## src/binary_to_decimal_ascii_unit_defines.svh

```systemverilog
// ----------------------------------------------------------------------------
// Assertion macros for the binary-to-decimal ASCII unit
// Concurrent checks that compile away when SYNTHESIS is defined.
// ----------------------------------------------------------------------------
`ifndef BINARY_TO_DECIMAL_ASCII_UNIT_DEFINES_SVH
`define BINARY_TO_DECIMAL_ASCII_UNIT_DEFINES_SVH

`ifndef SYNTHESIS

// same-cycle implication, checked out of reset
`define B2D_ASSERT_IMP(lbl, clk, rst_n, ante, cons) \
  lbl: assert property (@(posedge clk) disable iff (!rst_n) (ante) |-> (cons)) \
    else $error("b2d check failed");

// next-cycle implication, checked out of reset
`define B2D_ASSERT_NXT(lbl, clk, rst_n, ante, cons) \
  lbl: assert property (@(posedge clk) disable iff (!rst_n) (ante) |=> (cons)) \
    else $error("b2d check failed");

`else

`define B2D_ASSERT_IMP(lbl, clk, rst_n, ante, cons)
`define B2D_ASSERT_NXT(lbl, clk, rst_n, ante, cons)

`endif

`endif

```

## src/b2d_pkg.sv

```systemverilog
// ----------------------------------------------------------------------------
// b2d_pkg
// Shared constants, command/status types and helpers for the converter.
// ----------------------------------------------------------------------------
package b2d_pkg;

  localparam int IN_WIDTH    = 64;  // port width of the value field
  localparam int VALUE_WIDTH = 64;  // converted bits, 8..64
  localparam int NUM_DIGITS  = 20;  // enough for any 64-bit value
  localparam int DIGIT_W     = 4;
  localparam int CHAR_W      = 6;
  localparam int BCD_W       = NUM_DIGITS * DIGIT_W;
  localparam int BIT_CNT_W   = $clog2(VALUE_WIDTH);
  localparam int DIGIT_IDX_W = $clog2(NUM_DIGITS);

  // '0' truncated to the 6-bit character field
  localparam logic [CHAR_W-1:0] ASCII_ZERO = CHAR_W'(48);

  typedef struct packed {
    logic load;   // capture a new value, clear the BCD accumulator
    logic shift;  // one double-dabble step
    logic find;   // locate the leading nonzero digit
    logic emit;   // load the next digit into the output register
  } b2d_cmd_t;

  typedef struct packed {
    logic bits_done;  // current shift consumes the last input bit
    logic idx_zero;   // digit pointer is on the least significant digit
    logic out_free;   // output register can take a digit this cycle
  } b2d_sts_t;

  // add-3 correction ahead of the shift
  function automatic logic [DIGIT_W-1:0] dd_adjust(input logic [DIGIT_W-1:0] d);
    logic [DIGIT_W-1:0] r;
    r = (d >= DIGIT_W'(5)) ? d + DIGIT_W'(3) : d;
    return r;
  endfunction

endpackage

```

## src/b2d_datapath.sv

```systemverilog
// ----------------------------------------------------------------------------
// b2d_datapath
// Double-dabble shift register, digit pointer and output register.
// ----------------------------------------------------------------------------
`include "binary_to_decimal_ascii_unit_defines.svh"

module b2d_datapath (
  input  logic                          clk,
  input  logic                          rst_n,
  input  logic [b2d_pkg::IN_WIDTH-1:0]  in_value,
  input  b2d_pkg::b2d_cmd_t             cmd,
  output b2d_pkg::b2d_sts_t             sts,
  output logic                          out_valid,
  input  logic                          out_ready,
  output logic [b2d_pkg::CHAR_W-1:0]    out_digit_char,
  output logic                          out_last
);
  import b2d_pkg::*;

  logic [VALUE_WIDTH-1:0] val_r, val_nxt;
  logic [BIT_CNT_W-1:0]   bit_cnt_r, bit_cnt_nxt;
  logic [BCD_W-1:0]       bcd_r, bcd_nxt;
  logic [DIGIT_IDX_W-1:0] idx_r, idx_nxt;
  logic                   out_valid_r, out_valid_nxt;
  logic [CHAR_W-1:0]      out_digit_r, out_digit_nxt;
  logic                   out_last_r, out_last_nxt;

  logic [BCD_W-1:0]       bcd_adj;
  logic [DIGIT_IDX_W-1:0] lead_idx;
  logic [DIGIT_W-1:0]     cur_digit;
  logic                   out_free;

  always_comb begin
    for (int i = 0; i < NUM_DIGITS; i++) begin
      bcd_adj[i*DIGIT_W +: DIGIT_W] = dd_adjust(bcd_r[i*DIGIT_W +: DIGIT_W]);
    end
  end

  // highest nonzero digit wins; all-zero leaves the pointer on digit 0
  always_comb begin
    lead_idx = '0;
    for (int i = 0; i < NUM_DIGITS; i++) begin
      if (bcd_r[i*DIGIT_W +: DIGIT_W] != '0) begin
        lead_idx = DIGIT_IDX_W'(i);
      end
    end
  end

  assign cur_digit = bcd_r[idx_r*DIGIT_W +: DIGIT_W];
  assign out_free  = !out_valid_r || out_ready;

  always_comb begin
    val_nxt       = val_r;
    bit_cnt_nxt   = bit_cnt_r;
    bcd_nxt       = bcd_r;
    idx_nxt       = idx_r;
    out_valid_nxt = out_valid_r;
    out_digit_nxt = out_digit_r;
    out_last_nxt  = out_last_r;

    if (out_valid_r && out_ready) begin
      out_valid_nxt = 1'b0;
    end

    if (cmd.load) begin
      val_nxt     = in_value[VALUE_WIDTH-1:0];
      bit_cnt_nxt = BIT_CNT_W'(VALUE_WIDTH - 1);
      bcd_nxt     = '0;
    end
    if (cmd.shift) begin
      bcd_nxt     = {bcd_adj[BCD_W-2:0], val_r[VALUE_WIDTH-1]};
      val_nxt     = {val_r[VALUE_WIDTH-2:0], 1'b0};
      bit_cnt_nxt = bit_cnt_r - BIT_CNT_W'(1);
    end
    if (cmd.find) begin
      idx_nxt = lead_idx;
    end
    if (cmd.emit) begin
      out_valid_nxt = 1'b1;
      out_digit_nxt = ASCII_ZERO | CHAR_W'(cur_digit);
      out_last_nxt  = (idx_r == '0);
      idx_nxt       = idx_r - DIGIT_IDX_W'(1);
    end
  end

  always_ff @(posedge clk) begin
    if (!rst_n) begin
      out_valid_r <= 1'b0;
    end else begin
      out_valid_r <= out_valid_nxt;
    end
  end

  always_ff @(posedge clk) begin
    val_r       <= val_nxt;
    bit_cnt_r   <= bit_cnt_nxt;
    bcd_r       <= bcd_nxt;
    idx_r       <= idx_nxt;
    out_digit_r <= out_digit_nxt;
    out_last_r  <= out_last_nxt;
  end

  assign sts.bits_done = (bit_cnt_r == '0);
  assign sts.idx_zero  = (idx_r == '0);
  assign sts.out_free  = out_free;

  assign out_valid      = out_valid_r;
  assign out_digit_char = out_digit_r;
  assign out_last       = out_last_r;

  `B2D_ASSERT_IMP(a_cmd_onehot, clk, rst_n, 1'b1, $onehot0(cmd))
  `B2D_ASSERT_IMP(a_emit_free, clk, rst_n, cmd.emit, !out_valid_r || out_ready)
  `B2D_ASSERT_IMP(a_digit_range, clk, rst_n, out_valid_r,
                  out_digit_r[DIGIT_W-1:0] <= DIGIT_W'(9))

endmodule

```

## src/b2d_ctrl.sv

```systemverilog
// ----------------------------------------------------------------------------
// b2d_ctrl
// Sequencer: accept, convert bit by bit, find leading digit, emit digits.
// ----------------------------------------------------------------------------
`include "binary_to_decimal_ascii_unit_defines.svh"

module b2d_ctrl (
  input  logic              clk,
  input  logic              rst_n,
  input  logic              in_valid,
  output logic              in_ready,
  input  b2d_pkg::b2d_sts_t sts,
  output b2d_pkg::b2d_cmd_t cmd
);
  import b2d_pkg::*;

  typedef enum logic [1:0] {
    ST_IDLE,
    ST_CONV,
    ST_FIND,
    ST_EMIT
  } state_t;

  state_t state_r, state_nxt;
  logic   in_ready_r;

  always_comb begin
    state_nxt = state_r;
    cmd       = '0;
    unique case (state_r)
      ST_IDLE: begin
        // ready stays low in reset; it is registered from the next state
        if (in_valid && in_ready_r) begin
          cmd.load  = 1'b1;
          state_nxt = ST_CONV;
        end
      end
      ST_CONV: begin
        cmd.shift = 1'b1;
        if (sts.bits_done) begin
          state_nxt = ST_FIND;
        end
      end
      ST_FIND: begin
        cmd.find  = 1'b1;
        state_nxt = ST_EMIT;
      end
      ST_EMIT: begin
        if (sts.out_free) begin
          cmd.emit = 1'b1;
          if (sts.idx_zero) begin
            state_nxt = ST_IDLE;
          end
        end
      end
      default: begin
        state_nxt = ST_IDLE;
      end
    endcase
  end

  always_ff @(posedge clk) begin
    if (!rst_n) begin
      state_r    <= ST_IDLE;
      in_ready_r <= 1'b0;
    end else begin
      state_r    <= state_nxt;
      in_ready_r <= (state_nxt == ST_IDLE);
    end
  end

  assign in_ready = in_ready_r;

  `B2D_ASSERT_IMP(a_load_ready, clk, rst_n, cmd.load, in_ready_r)
  `B2D_ASSERT_NXT(a_find_emit, clk, rst_n, state_r == ST_FIND, state_r == ST_EMIT)
  `B2D_ASSERT_NXT(a_last_idle, clk, rst_n, cmd.emit && sts.idx_zero, in_ready_r)

endmodule

```

## src/binary_to_decimal_ascii_unit.sv

```systemverilog
// ----------------------------------------------------------------------------
// binary_to_decimal_ascii_unit
// Unsigned binary to decimal ASCII digit stream, most significant first.
// ----------------------------------------------------------------------------
// One value is taken at a time. After the transfer the value is converted by
// shift-and-add-3, one input bit per cycle, a find step locates the leading
// nonzero digit, then one digit per cycle goes to the output register while
// out_ready allows. Leading zeros are dropped; zero gives a single '0'.
// out_last flags the final digit; a value yields 1 to 20 digits. The last
// digit may still wait at the output while the next value is accepted and
// converted.

module binary_to_decimal_ascii_unit (
  input  logic                          clk,
  input  logic                          rst_n,
  input  logic                          in_valid,
  output logic                          in_ready,
  input  logic [b2d_pkg::IN_WIDTH-1:0]  in_value,
  output logic                          out_valid,
  input  logic                          out_ready,
  output logic [b2d_pkg::CHAR_W-1:0]    out_digit_char,
  output logic                          out_last
);
  import b2d_pkg::*;

  b2d_cmd_t cmd;
  b2d_sts_t sts;

  b2d_ctrl u_ctrl (
    .clk      (clk),
    .rst_n    (rst_n),
    .in_valid (in_valid),
    .in_ready (in_ready),
    .sts      (sts),
    .cmd      (cmd)
  );

  b2d_datapath u_datapath (
    .clk            (clk),
    .rst_n          (rst_n),
    .in_value       (in_value),
    .cmd            (cmd),
    .sts            (sts),
    .out_valid      (out_valid),
    .out_ready      (out_ready),
    .out_digit_char (out_digit_char),
    .out_last       (out_last)
  );

endmodule

```

## config.mk

```make
export PLATFORM = sky130hd
export DESIGN_NAME = binary_to_decimal_ascii_unit
export DESIGN_NICKNAME = d
export VERILOG_FILES = /design/src/b2d_pkg.sv /design/src/b2d_datapath.sv /design/src/b2d_ctrl.sv /design/src/binary_to_decimal_ascii_unit.sv
export VERILOG_INCLUDE_DIRS = /design/src /design/src/src
export SDC_FILE = /design/constraint.sdc
export NUM_CORES = 1
export LEC_CHECK = 0
export ABC_AREA = 1
export ABC_CLOCK_PERIOD_IN_PS = 9800
export BUFFER_PORTS_ARGS = -buffer_cell sky130_fd_sc_hd__buf_2
export CORE_UTILIZATION = 40
export CTS_CLUSTER_SIZE = 30
export DETAILED_ROUTE_END_ITERATION = 6
export SETUP_SLACK_MARGIN = 0.15
export SYNTH_ARGS = -nofsm -noshare
export SYNTH_HDL_FRONTEND = slang
export SYNTH_HIERARCHICAL = 1
export SYNTH_SLANG_ARGS = --single-unit
```

## constraint.sdc

```tcl
create_clock -name clk -period 9.8 [get_ports clk]
set_input_delay 0.98 -clock clk [delete_from_list [all_inputs] [get_ports clk]]
set_output_delay 0.98 -clock clk [all_outputs]
set_load 0.01 [all_outputs]
```

Yosys cells after proc, flatten, opt, wreduce, memory -nomap -nowiden
Cells that the tools add are included.
{"block": "totals", "inputBits": 68, "output_inout_bits": 9, "regBits": 164}
{"block": "classes", "shift": 1, "n_reduce_logical": 30, "mux": 60, "n_eq_ne": 3, "n_addsub": 22, "n_lt_le_gt_ge": 20}
{"op": "$mux 80", "n": 2}
{"op": "$mux 64", "n": 2}
{"op": "$mux 4", "n": 27}
{"op": "$ge 4x3->1 const B", "n": 20}
{"op": "$shiftx 80x8->4", "n": 1}
{"op": "$add 4x2->4 const B", "n": 19}
{"op": "$reduce_bool 4->1", "n": 19}
{"op": "$mux 5", "n": 6}
{"op": "$mux 3", "n": 5}
{"op": "$mux 2", "n": 6}
{"op": "$mux 6", "n": 2}
{"op": "$mux 1", "n": 9}
{"op": "$pmux 2 s4", "n": 1}
{"op": "$logic_not 6->1", "n": 1}
{"op": "$reduce_bool 2->1", "n": 3}
{"op": "$sub 6x1->6 const B", "n": 1}
{"op": "$logic_not 5->1", "n": 1}
{"op": "$sub 5x1->5 const B", "n": 1}
{"op": "$eq 2x2->1 const B", "n": 2}
{"op": "$logic_not 2->1", "n": 2}
{"op": "$add 3x2->3 const B", "n": 1}
{"op": "$eq 2x1->1 const B", "n": 1}
{"op": "$logic_and 1x1->1", "n": 2}
{"op": "$logic_not 1->1", "n": 1}
{"op": "$logic_or 1x1->1", "n": 1}

Depth between registers and ports, before layout
Gate-level depths: netlist (run 1).
{"block": "depth", "word_depth": 22, "ltp_mapped": 22}

By module
The synthesis (run 1) kept the hierarchy.
{"mod": "b2d_datapath", "n_inst": 1, "seq_area_each_um2": 4814.6, "cells_each": 1032, "area_per_inst_um2": 9210.1}
{"mod": "b2d_ctrl", "n_inst": 1, "seq_area_each_um2": 60.1, "cells_each": 29, "area_per_inst_um2": 176.4}

Worst setup path before layout (run 1)
Ideal clock, no wire load.
{"block": "synth_timing", "kind": "in2reg", "from": "input port in_valid", "to": "register u_datapath.bcd_r[0], enable pin", "n_path_buf": 1, "stages": 5, "t_required_ps": 9286, "setup_slack_ps": 4570, "setup_time_ps": 514, "arrival_time_ps": 4716, "path_cell_list": "nand4_1 -> inv_1 -> clkbuf_1 -> inv_1 -> nand2_1"}
{"item": "start: declaration", "line_no": "binary_to_decimal_ascii_unit.sv:16", "rtl": "input logic in_valid,"}
{"item": "end signal: assignment", "line_no": "b2d_datapath.sv:97", "rtl": "bcd_r <= bcd_nxt;"}
{"item": "end: declaration", "line_no": "b2d_datapath.sv:22", "rtl": "logic [BCD_W-1:0] bcd_r, bcd_nxt;"}

==> impl_metrics.env, run 1 <==
export IMPL_final_max_slew_violation_count=0
export IMPL_rsz0062_at_grt="no"
export IMPL_grt_met3_usage=0.0301
export IMPL_vdd_drop_max_mv=0.117
export IMPL_h_tree_depth=4
export IMPL_finalNetCount=1226
export IMPL_fillers=2247
export IMPL_synthDominantCellAreaShare=0.509
export IMPL_synth_edff_count=159
export IMPL_seqCellArea_mm2=0.00487
export IMPL_cp_data_arrival_time_ns=4.00
export IMPL_start_kind="primary input"
export IMPL_synth_ff_type="edfxtp_1"
export IMPL_setup_viol=0
export IMPL_dieArea_mm2=0.0241
export IMPL_ctsResizeCount=0
export IMPL_clk_pin_slew_ns=0.07
export IMPL_netlist_top_cells_area="edfxtp_1, nand2_1, ha_1"
export IMPL_areaGrowthSynthToFinish_pct=13.2
export IMPL_viasPerCell=5.02
export IMPL_switchingPower_w=0.000542
export IMPL_maxCapViolCount=0
export IMPL_drt_pass1_iter_count=7
export IMPL_synthCells=1061
export IMPL_multiInputGateArea_mm2=0.00389
export IMPL_yosysWarnings=6
export IMPL_worst_pin_slew_ns=1.14
export IMPL_critPathKind="primary input to register"
export IMPL_max_freq_ghz=0.253
export IMPL_swShare=0.297
export IMPL_place_gp_congestion=0.812
export IMPL_start_util=0.411
export IMPL_syn_area_per_cell_um2=8.85
export IMPL_skew_ns=0.00962
export IMPL_routedWlPerCell_um=13.9
export IMPL_min_delay_path_class="register to register"
export IMPL_grt_pass1_wl_mm=33.0
export IMPL_cts_root_buf="clkbuf_16"
export IMPL_p_per_area_mw_per_mm2=171
export IMPL_use_met2=0.276
export IMPL_core_area_mm2=0.0228
export IMPL_p_clk_frac=0.372
export IMPL_cts_hold_buf=0
export IMPL_route_vias_total=7218
export IMPL_cts_tree="yes"
export IMPL_status="finished, final reports clean"
export IMPL_dp_hpwl_mm=13.0
export IMPL_diodes=0
export IMPL_top_usage_layer="met2"
export IMPL_ios=77
export IMPL_drive_gt1_frac=0.129
export IMPL_met1_usage=0.238
export IMPL_critPathRequiredTime_ns=9.84
export IMPL_ys_async_sr_fraction=0
export IMPL_post_cts_buffers=0
export IMPL_grt_max_degree=86
export IMPL_numCtsBuffers=17
export IMPL_finalSetupTns_ns=0
export IMPL_wl_mm=20.0
export IMPL_detail_route_antenna_nets=0
export IMPL_die_h_um=155
export IMPL_max_clock_path_buffers=2
export IMPL_track_usage=0.172
export IMPL_drcViolationCount=0
export IMPL_timing_final_crit_share=0.403
export IMPL_synthesis_area_mm2=0.00939
export IMPL_antenna_found_initial=0
export IMPL_p_seq_frac=0.494
export IMPL_synth_top_area_cell="edfxtp_1"
export IMPL_numPortBuffers=74
export IMPL_fin_crit_ns=3.95
export IMPL_power_total_w=0.00182
export IMPL_ys_ff_latch=164
export IMPL_slew_limit_headroom=0.240
export IMPL_ys_types=38
export IMPL_final_util=0.465
export IMPL_internal_power_w=0.00128
export IMPL_yosysSeqAreaShare=0.519
export IMPL_p_leak_nw=4.47
export IMPL_num_rows=55
export IMPL_crit_path_max_fanout=85
export IMPL_worst_setup_path_end_kind="register"
export IMPL_cts_sinks=164
export IMPL_grt_pass1_vias=6781
export IMPL_fin_ws_ns=5.85
export IMPL_combinationalPowerShare=0.134
export IMPL_dp_slack_ns=5.33
export IMPL_die_w_um=155
export IMPL_hold_violations=0
export IMPL_drt_iter0_drc=511
export IMPL_worstSkewPairLatency_ns=0.43
export IMPL_grt_overflow=0
==> sequential cells by signal (all words and copies together) (netlist names) <==
name and count:
u_datapath/out_last 1, u_datapath/idx_r 5, u_datapath/val_r 64, u_ctrl/in_ready 1
u_datapath/out_valid 1, u_datapath/out_digit_char 4, u_datapath/bit_cnt_r 6, u_ctrl/state_r 2
u_datapath/bcd_r 80
==> power groups by stage <==
stage	Clock (W)	Combinational [W]	Sequential (W)
floorplan	0	0.000182	0.000912
global placement	0	0.000242	0.000913
detailed placement	0	0.000247	0.000915
CTS	0.000696	0.000248	0.000900
global route	0.000722	0.000283	0.000909
finish	0.000678	0.000245	0.000900
==> layer usage <==
metal	vias to the layer above	wire length (µm)
met4	0	197
met1	3325	9740
li1	3716	-
met2	164	9120
met5	-	0
met3	13	936
==> final timing paths <==
kind	start	to	slack, ns	depth (start not counted)
setup / recovery	in_valid	u_datapath/bcd_r[11]	5.85	6
hold reg to reg	u_datapath/val_r[0]	u_datapath/val_r[0]	0.47	2
setup reg to reg	u_ctrl/state_r[0]	u_datapath/bcd_r[11]	5.99	6
hold / removal	u_datapath/val_r[0]	u_datapath/val_r[0]	0.47	2
==> worst max-delay path, stage by stage <==
cell and delay, ns:
buf_2 0.08, nand4_1 0.15, inv_2 0.78, inv_1 0.21
nand2_4 0.69, buf_4 0.98
==> cells in the final DEF, fill, tap and decap left out, types with 15 or more instances in the layout <==
| cell | count |
|---|---|
| nand3_1 | 79 |
| inv_1 | 108 |
| edfxtp_1 | 159 |
| o21ai_0 | 93 |
| nand2_1 | 245 |
| xor2_1 | 15 |
| clkbuf_16 | 17 |
| a21oi_1 | 110 |
| o2111a_1 | 15 |
| buf_2 | 74 |
| nor2_1 | 62 |
| ha_1 | 45 |
| o21ai_1 | 19 |
==> per-stage QoR <==
| stage | hold slack (ns) | cell area (µm²) | cells |
|---|---|---|---|
| global placement | 0.457 | 10000 | 1407 |
| finish | 0.470 | 10600 | 1439 |
| CTS | 0.471 | 10600 | 1439 |
| floorplan | 0.441 | 9390 | 1062 |
| global route | 0.485 | 10600 | 1439 |
| detailed placement | 0.463 | 10000 | 1407 |
==> logic make-up after synthesis <==
group	synth area share
AND/OR/NAND/NOR	0.187
AO/OA/AOI/OAI	0.149
buffers and inverters	0.0685
flip-flops	0.519
adder cells (fa/ha/maj)	0.0600
XOR/XNOR	0.0159
other	0.000400
==> synth_stat cells, drive strengths merged (2+ instances only) <==
master,n
dfxtp,5
nand3,79
nand2,251
buf,11
clkbuf,37
inv,119
a21oi,111
nor2,71
xnor2,2
ha,45
or2,6
a32o,3
o22ai,2
o2111a,15
xor2,15
o21ai,113
edfxtp,159
a31oi,2
nor3,7
==> area by class of cell <==
type                       instances  share of cell area
tap                              313              0.0368
clock inverter                    15              0.0175
multi-input combinational        731               0.366
timing repair buffer              80              0.0391
sequential                       164               0.459
inverter                         119              0.0420
clock buffer                      17              0.0400
(Power assumes the default switching activity.)
==> inputs of run 2 (changes only) <==
--- a/config.mk
+++ b/config.mk
@@ -7,7 +7,7 @@
 export NUM_CORES = 1
 export LEC_CHECK = 0
 export ABC_AREA = 1
-export ABC_CLOCK_PERIOD_IN_PS = 9800
+export ABC_CLOCK_PERIOD_IN_PS = 4000
 export BUFFER_PORTS_ARGS = -buffer_cell sky130_fd_sc_hd__buf_2
 export CORE_UTILIZATION = 40
 export CTS_CLUSTER_SIZE = 30
==> constraint.sdc (replaced) <==
create_clock -name clk -period 4 [get_ports clk]
set_input_delay 0.4 -clock clk [delete_from_list [all_inputs] [get_ports clk]]
set_output_delay 0.4 -clock clk [all_outputs]
set_load 0.01 [all_outputs]
==> impl_metrics.env, run 2 (synthesis gave the netlist of run 1 again) <==
export IMPL_p_leak_nw=4.48
export IMPL_rsz0062_at_grt="no"
export IMPL_finalSetupTns_ns=0
export IMPL_final_max_slew_violation_count=0
export IMPL_drt_pass1_iter_count=5
export IMPL_hold_violations=0
export IMPL_worst_setup_path_end_kind="register"
export IMPL_h_tree_depth=4
export IMPL_layout_commonest_cell="nand2_1"
export IMPL_areaGrowthSynthToFinish_pct=13.4
export IMPL_min_delay_path_class="primary input to register"
export IMPL_clk_pin_slew_ns=0.07
export IMPL_largest_reg_flops=80
export IMPL_cts_root_buf="clkbuf_16"
export IMPL_viasPerCell=5.03
export IMPL_grt_max_degree=87
export IMPL_max_freq_ghz=0.412
export IMPL_mostFrequentLayoutCells="nand2_1, edfxtp_1, a21oi_1"
export IMPL_numPortBuffers=74
export IMPL_ios=77
export IMPL_whs_ns=0.231
export IMPL_max_clock_path_buffers=2
export IMPL_final_util=0.466
export IMPL_cp_data_arrival_time_ns=2.70
export IMPL_power_total_w=0.00447
export IMPL_reg_top3="u_datapath/bcd_r x80, u_datapath/val_r x64, u_datapath/bit_cnt_r x6"
export IMPL_drt_iter0_drc=450
export IMPL_status="finished, final reports clean"
export IMPL_route_vias_total=7248
export IMPL_grt_pass1_vias=6771
export IMPL_skew_ns=0.0138
export IMPL_start_util=0.411
export IMPL_ctsResizeCount=0
export IMPL_vdd_drop_max_mv=0.264
export IMPL_max_flop_register="u_datapath/bcd_r"
export IMPL_cts_hold_buf=0
export IMPL_core_area_mm2=0.0228
export IMPL_diodes=0
export IMPL_drive_gt1_frac=0.130
export IMPL_wl_mm=20.1
export IMPL_post_cts_buffers=0
export IMPL_die_w_um=155
export IMPL_p_per_area_mw_per_mm2=420
export IMPL_placed_cell_area_mm2=0.0100
export IMPL_crit_path_max_fanout=75
export IMPL_grt_overflow=0
export IMPL_cts_tree="yes"
export IMPL_critPathKind="register to register"
export IMPL_timing_final_crit_share=0.607
export IMPL_finalNetCount=1228
export IMPL_multiInputGateArea_mm2=0.00390
export IMPL_critPathRequiredTime_ns=4.27
export IMPL_setup_viol=0
export IMPL_fillers=2310
export IMPL_dp_hpwl_mm=13.1
export IMPL_fin_crit_ns=2.43
export IMPL_worstSkewPairLatency_ns=0.43
export IMPL_grt_pass1_wl_mm=33.5
export IMPL_numCtsBuffers=17
export IMPL_antenna_found_initial=0
export IMPL_cts_sinks=164
export IMPL_routedWlPerCell_um=13.9
export IMPL_seqCellArea_mm2=0.00487
export IMPL_start_kind="register"
export IMPL_maxCapViolCount=0
export IMPL_dieArea_mm2=0.0241
export IMPL_track_usage=0.175
export IMPL_die_h_um=155
export IMPL_drcViolationCount=0
export IMPL_fin_area_mm2=0.0106
export IMPL_num_rows=55
export IMPL_worst_pin_slew_ns=0.895
export IMPL_place_gp_congestion=0.806
export IMPL_detail_route_antenna_nets=0
export IMPL_slew_limit_headroom=0.403
[run 2: stage by stage]
stage | worst slack [ns] | std cells
final | 1.57 | 1441
after global routing | 1.32 | 1441
after CTS | 1.54 | 1441
after detailed placement | 1.58 | 1409
after global placement | 1.68 | 1409
after floorplan | 0.730 | 1062
[run 2: cell type report]
| cell class | count | area share |
|---|---|---|
| well taps | 313 | 0.0368 |
| repair buffers | 82 | 0.0404 |
| flip-flops and latches | 164 | 0.458 |
| inverters | 119 | 0.0420 |
| clock buffers | 17 | 0.0400 |
| multi-input cells | 731 | 0.366 |
| clock inverters | 15 | 0.0168 |
[run 2: where the power goes]
| group | leakage [nW] | switching [W] | total [W] | internal, W |
|---|---|---|---|---|
| Sequential | 1.57 | 0.000109 | 0.00220 | 0.00210 |
| Clock | 0.295 | 0.000810 | 0.00166 | 0.000849 |
| Combinational | 2.62 | 0.000411 | 0.000605 | 0.000194 |
[run 2: per-layer routing]
metal / wire [µm] / global-route usage
met5: 0 / 0
met4: 200 / 0.0453
met3: 968 / 0.0315
met2: 8880 / 0.275
met1: 10000 / 0.249
[run 2: final timing paths]
check / startpoint / endpoint / slack [ns] / depth (start not counted)
setup reg to reg: u_ctrl/state_r[0] / u_datapath/bcd_r[42] / 1.57 / 6
setup / recovery: u_ctrl/state_r[0] / u_datapath/bcd_r[42] / 1.57 / 6
hold reg to reg: u_datapath/val_r[0] / u_datapath/val_r[0] / 0.48 / 2
hold / removal: in_value[0] / u_datapath/val_r[0] / 0.23 / 3
[run 2: worst max-delay path: stages, from the launching register on]
cell	delay, ns
dfxtp_1	0.41
inv_1	0.11
nor2_4	0.10
buf_4	0.49
buf_4	0.70
o21ai_0	0.22
a21oi_1	0.19
==> inputs of run 3 (changes only) <==
--- a/config.mk
+++ b/config.mk
@@ -7,7 +7,7 @@
 export NUM_CORES = 1
 export LEC_CHECK = 0
 export ABC_AREA = 1
-export ABC_CLOCK_PERIOD_IN_PS = 4000
+export ABC_CLOCK_PERIOD_IN_PS = 2200
 export BUFFER_PORTS_ARGS = -buffer_cell sky130_fd_sc_hd__buf_2
 export CORE_UTILIZATION = 40
 export CTS_CLUSTER_SIZE = 30
==> constraint.sdc (replaced) <==
create_clock -name clk -period 2.2 [get_ports clk]
set_input_delay 0.22 -clock clk [delete_from_list [all_inputs] [get_ports clk]]
set_output_delay 0.22 -clock clk [all_outputs]
set_load 0.01 [all_outputs]
==> impl_metrics.env, run 3 (synthesis gave the netlist of run 1 again) <==
export IMPL_status="finished, final reports clean"
export IMPL_timing_final_crit_share=0.913
export IMPL_reg_top3="u_datapath/bcd_r x80, u_datapath/val_r x64, u_datapath/bit_cnt_r x6"
export IMPL_slowest_stage="edfxtp_1"
export IMPL_cts_tree="yes"
export IMPL_max_flop_register="u_datapath/bcd_r"
export IMPL_met1Wirelength_mm=10.0
export IMPL_slew_limit_headroom=0.561
export IMPL_grt_overflow=0
export IMPL_final_max_slew_violation_count=0
export IMPL_cts_root_buf="clkbuf_16"
export IMPL_routed_top_layer="met4"
export IMPL_grt_max_degree=133
export IMPL_worstSkewPairLatency_ns=0.43
export IMPL_detail_route_antenna_nets=0
export IMPL_final_instance_count_excl_fill=1462
export IMPL_layout_commonest_cell="nand2_1"
export IMPL_crit_chain="inv_2, ha_4, nand2_2, nor2_2, nand2_1, nand2_1, nand2_1, nand2_1, nand2_1, nand2_1, nand2_1, nand2_1, nand2_1, nand2_1, nand2_1, nand2_1, nand2_1, nand2_1, nand2_1, nand2_1, a21oi_2"
export IMPL_drive_gt1_frac=0.154
export IMPL_max_stage_delay_ns=0.40
export IMPL_p_per_area_mw_per_mm2=749
export IMPL_maxCapViolCount=0
export IMPL_track_usage=0.174
export IMPL_critPathMostFrequentCell="nand2_1"
export IMPL_worst_pin_slew_ns=0.658
export IMPL_route_met2_wl_mm=9.00
export IMPL_hold_violations=0
export IMPL_routedWlPerCell_um=13.8
export IMPL_critPathRequiredTime_ns=2.37
export IMPL_place_gp_congestion=0.833
export IMPL_antenna_found_initial=0
export IMPL_cp_data_arrival_time_ns=2.18
export IMPL_dp_cells=1423
export IMPL_h_tree_depth=4
export IMPL_max_freq_ghz=0.498
export IMPL_drt_iter0_drc=526
export IMPL_vdd_drop_max_mv=0.461
export IMPL_fin_ws_ns=0.192
export IMPL_whs_ns=0.0338
export IMPL_grt_pass1_vias=6764
export IMPL_fin_crit_ns=2.01
export IMPL_route_vias_total=7239
export IMPL_numPortBuffers=74
export IMPL_ios=77
export IMPL_hold_depth=3
export IMPL_grt_pass1_wl_mm=33.3
export IMPL_numCtsBuffers=17
export IMPL_wl_mm=20.2
export IMPL_crit_path_max_fanout=3
export IMPL_areaGrowthSynthToFinish_pct=15.8
export IMPL_rsz0062_at_grt="yes"
export IMPL_start_kind="register"
export IMPL_start_util=0.411
export IMPL_critPathKind="register to register"
export IMPL_dp_hpwl_mm=13.6
export IMPL_dp_slack_ns=0.118
export IMPL_min_delay_path_class="primary input to register"
export IMPL_dieArea_mm2=0.0241
export IMPL_skew_ns=0.0115
export IMPL_cts_sinks=164
export IMPL_core_area_mm2=0.0228
export IMPL_setup_viol=0
export IMPL_viasPerCell=4.95
export IMPL_diodes=0
export IMPL_wl_met3_um=965
export IMPL_mostFrequentLayoutCells="nand2_1, edfxtp_1, a21oi_1"
export IMPL_reg2reg_depth=21
export IMPL_largest_reg_flops=80
export IMPL_fillers=2222
export IMPL_num_rows=55
export IMPL_cts_hold_buf=0
export IMPL_p_leak_nw=4.59
export IMPL_max_clock_path_buffers=2
export IMPL_final_util=0.476
export IMPL_drcViolationCount=0
export IMPL_drt_pass1_iter_count=5
export IMPL_die_w_um=155
export IMPL_die_h_um=155
export IMPL_power_total_w=0.00814
export IMPL_clk_pin_slew_ns=0.07
export IMPL_finalNetCount=1249
export IMPL_worst_setup_path_end_kind="register"
run 3: timing repair:
action / 4_1_cts / 5_1_grt
endpoints found under the hold margin: 0 / 0
cloned: 0 / 0
resized for setup: 4 / 6
setup buffers: 3 / 4
pin swaps: 0 / 2
endpoints found under the setup margin: 1 / 2
run 3: through the flow:
stage	area (µm²)	TNS (ns)
CTS	10800	0
detailed placement	10200	0
floorplan	9410	0
global placement	10200	0
global route	10900	-0.0539
finish	10900	0
run 3: cell type report:
class | count | area, µm² | area share
Sequential cell | 164 | 4870 | 0.448
Clock buffer | 17 | 425 | 0.0391
Inverter | 119 | 447 | 0.0411
Multi-Input combinational cell | 731 | 3930 | 0.361
Timing Repair Buffer | 103 | 651 | 0.0598
Tap cell | 313 | 392 | 0.0360
Clock inverter | 15 | 156 | 0.0144
run 3: worst paths after layout:
kind,startpoint,end,slack (ns)
hold / removal,rst_n,u_ctrl/in_ready,0.03
setup reg to reg,u_datapath/bcd_r[12],u_datapath/idx_r[0],0.19
hold reg to reg,u_datapath/val_r[0],u_datapath/val_r[0],0.47
setup / recovery,u_datapath/bcd_r[12],u_datapath/idx_r[0],0.19
run 3: layer usage:
layer  track usage  up-vias
li1              -     3765
met1         0.247     3308
met2         0.270      148
met3        0.0387       18
met4        0.0401        0
met5             0        -
run 3: worst max-delay path, delay by kind of cell (launching register included):
kind | cells | cell delay (ns)
AND/OR/NAND/NOR | 18 | 1.05
flip-flops | 1 | 0.40
buffers and inverters | 1 | 0.10
AO/OA/AOI/OAI | 1 | 0.05
adder cells (fa/ha/maj) | 1 | 0.14
run 3: where the power goes:
| part | leakage [nW] | switching [W] | internal [W] |
|---|---|---|---|
| Sequential | 1.57 | 0.000191 | 0.00381 |
| Clock | 0.286 | 0.00143 | 0.00152 |
| Combinational | 2.74 | 0.000773 | 0.000420 |
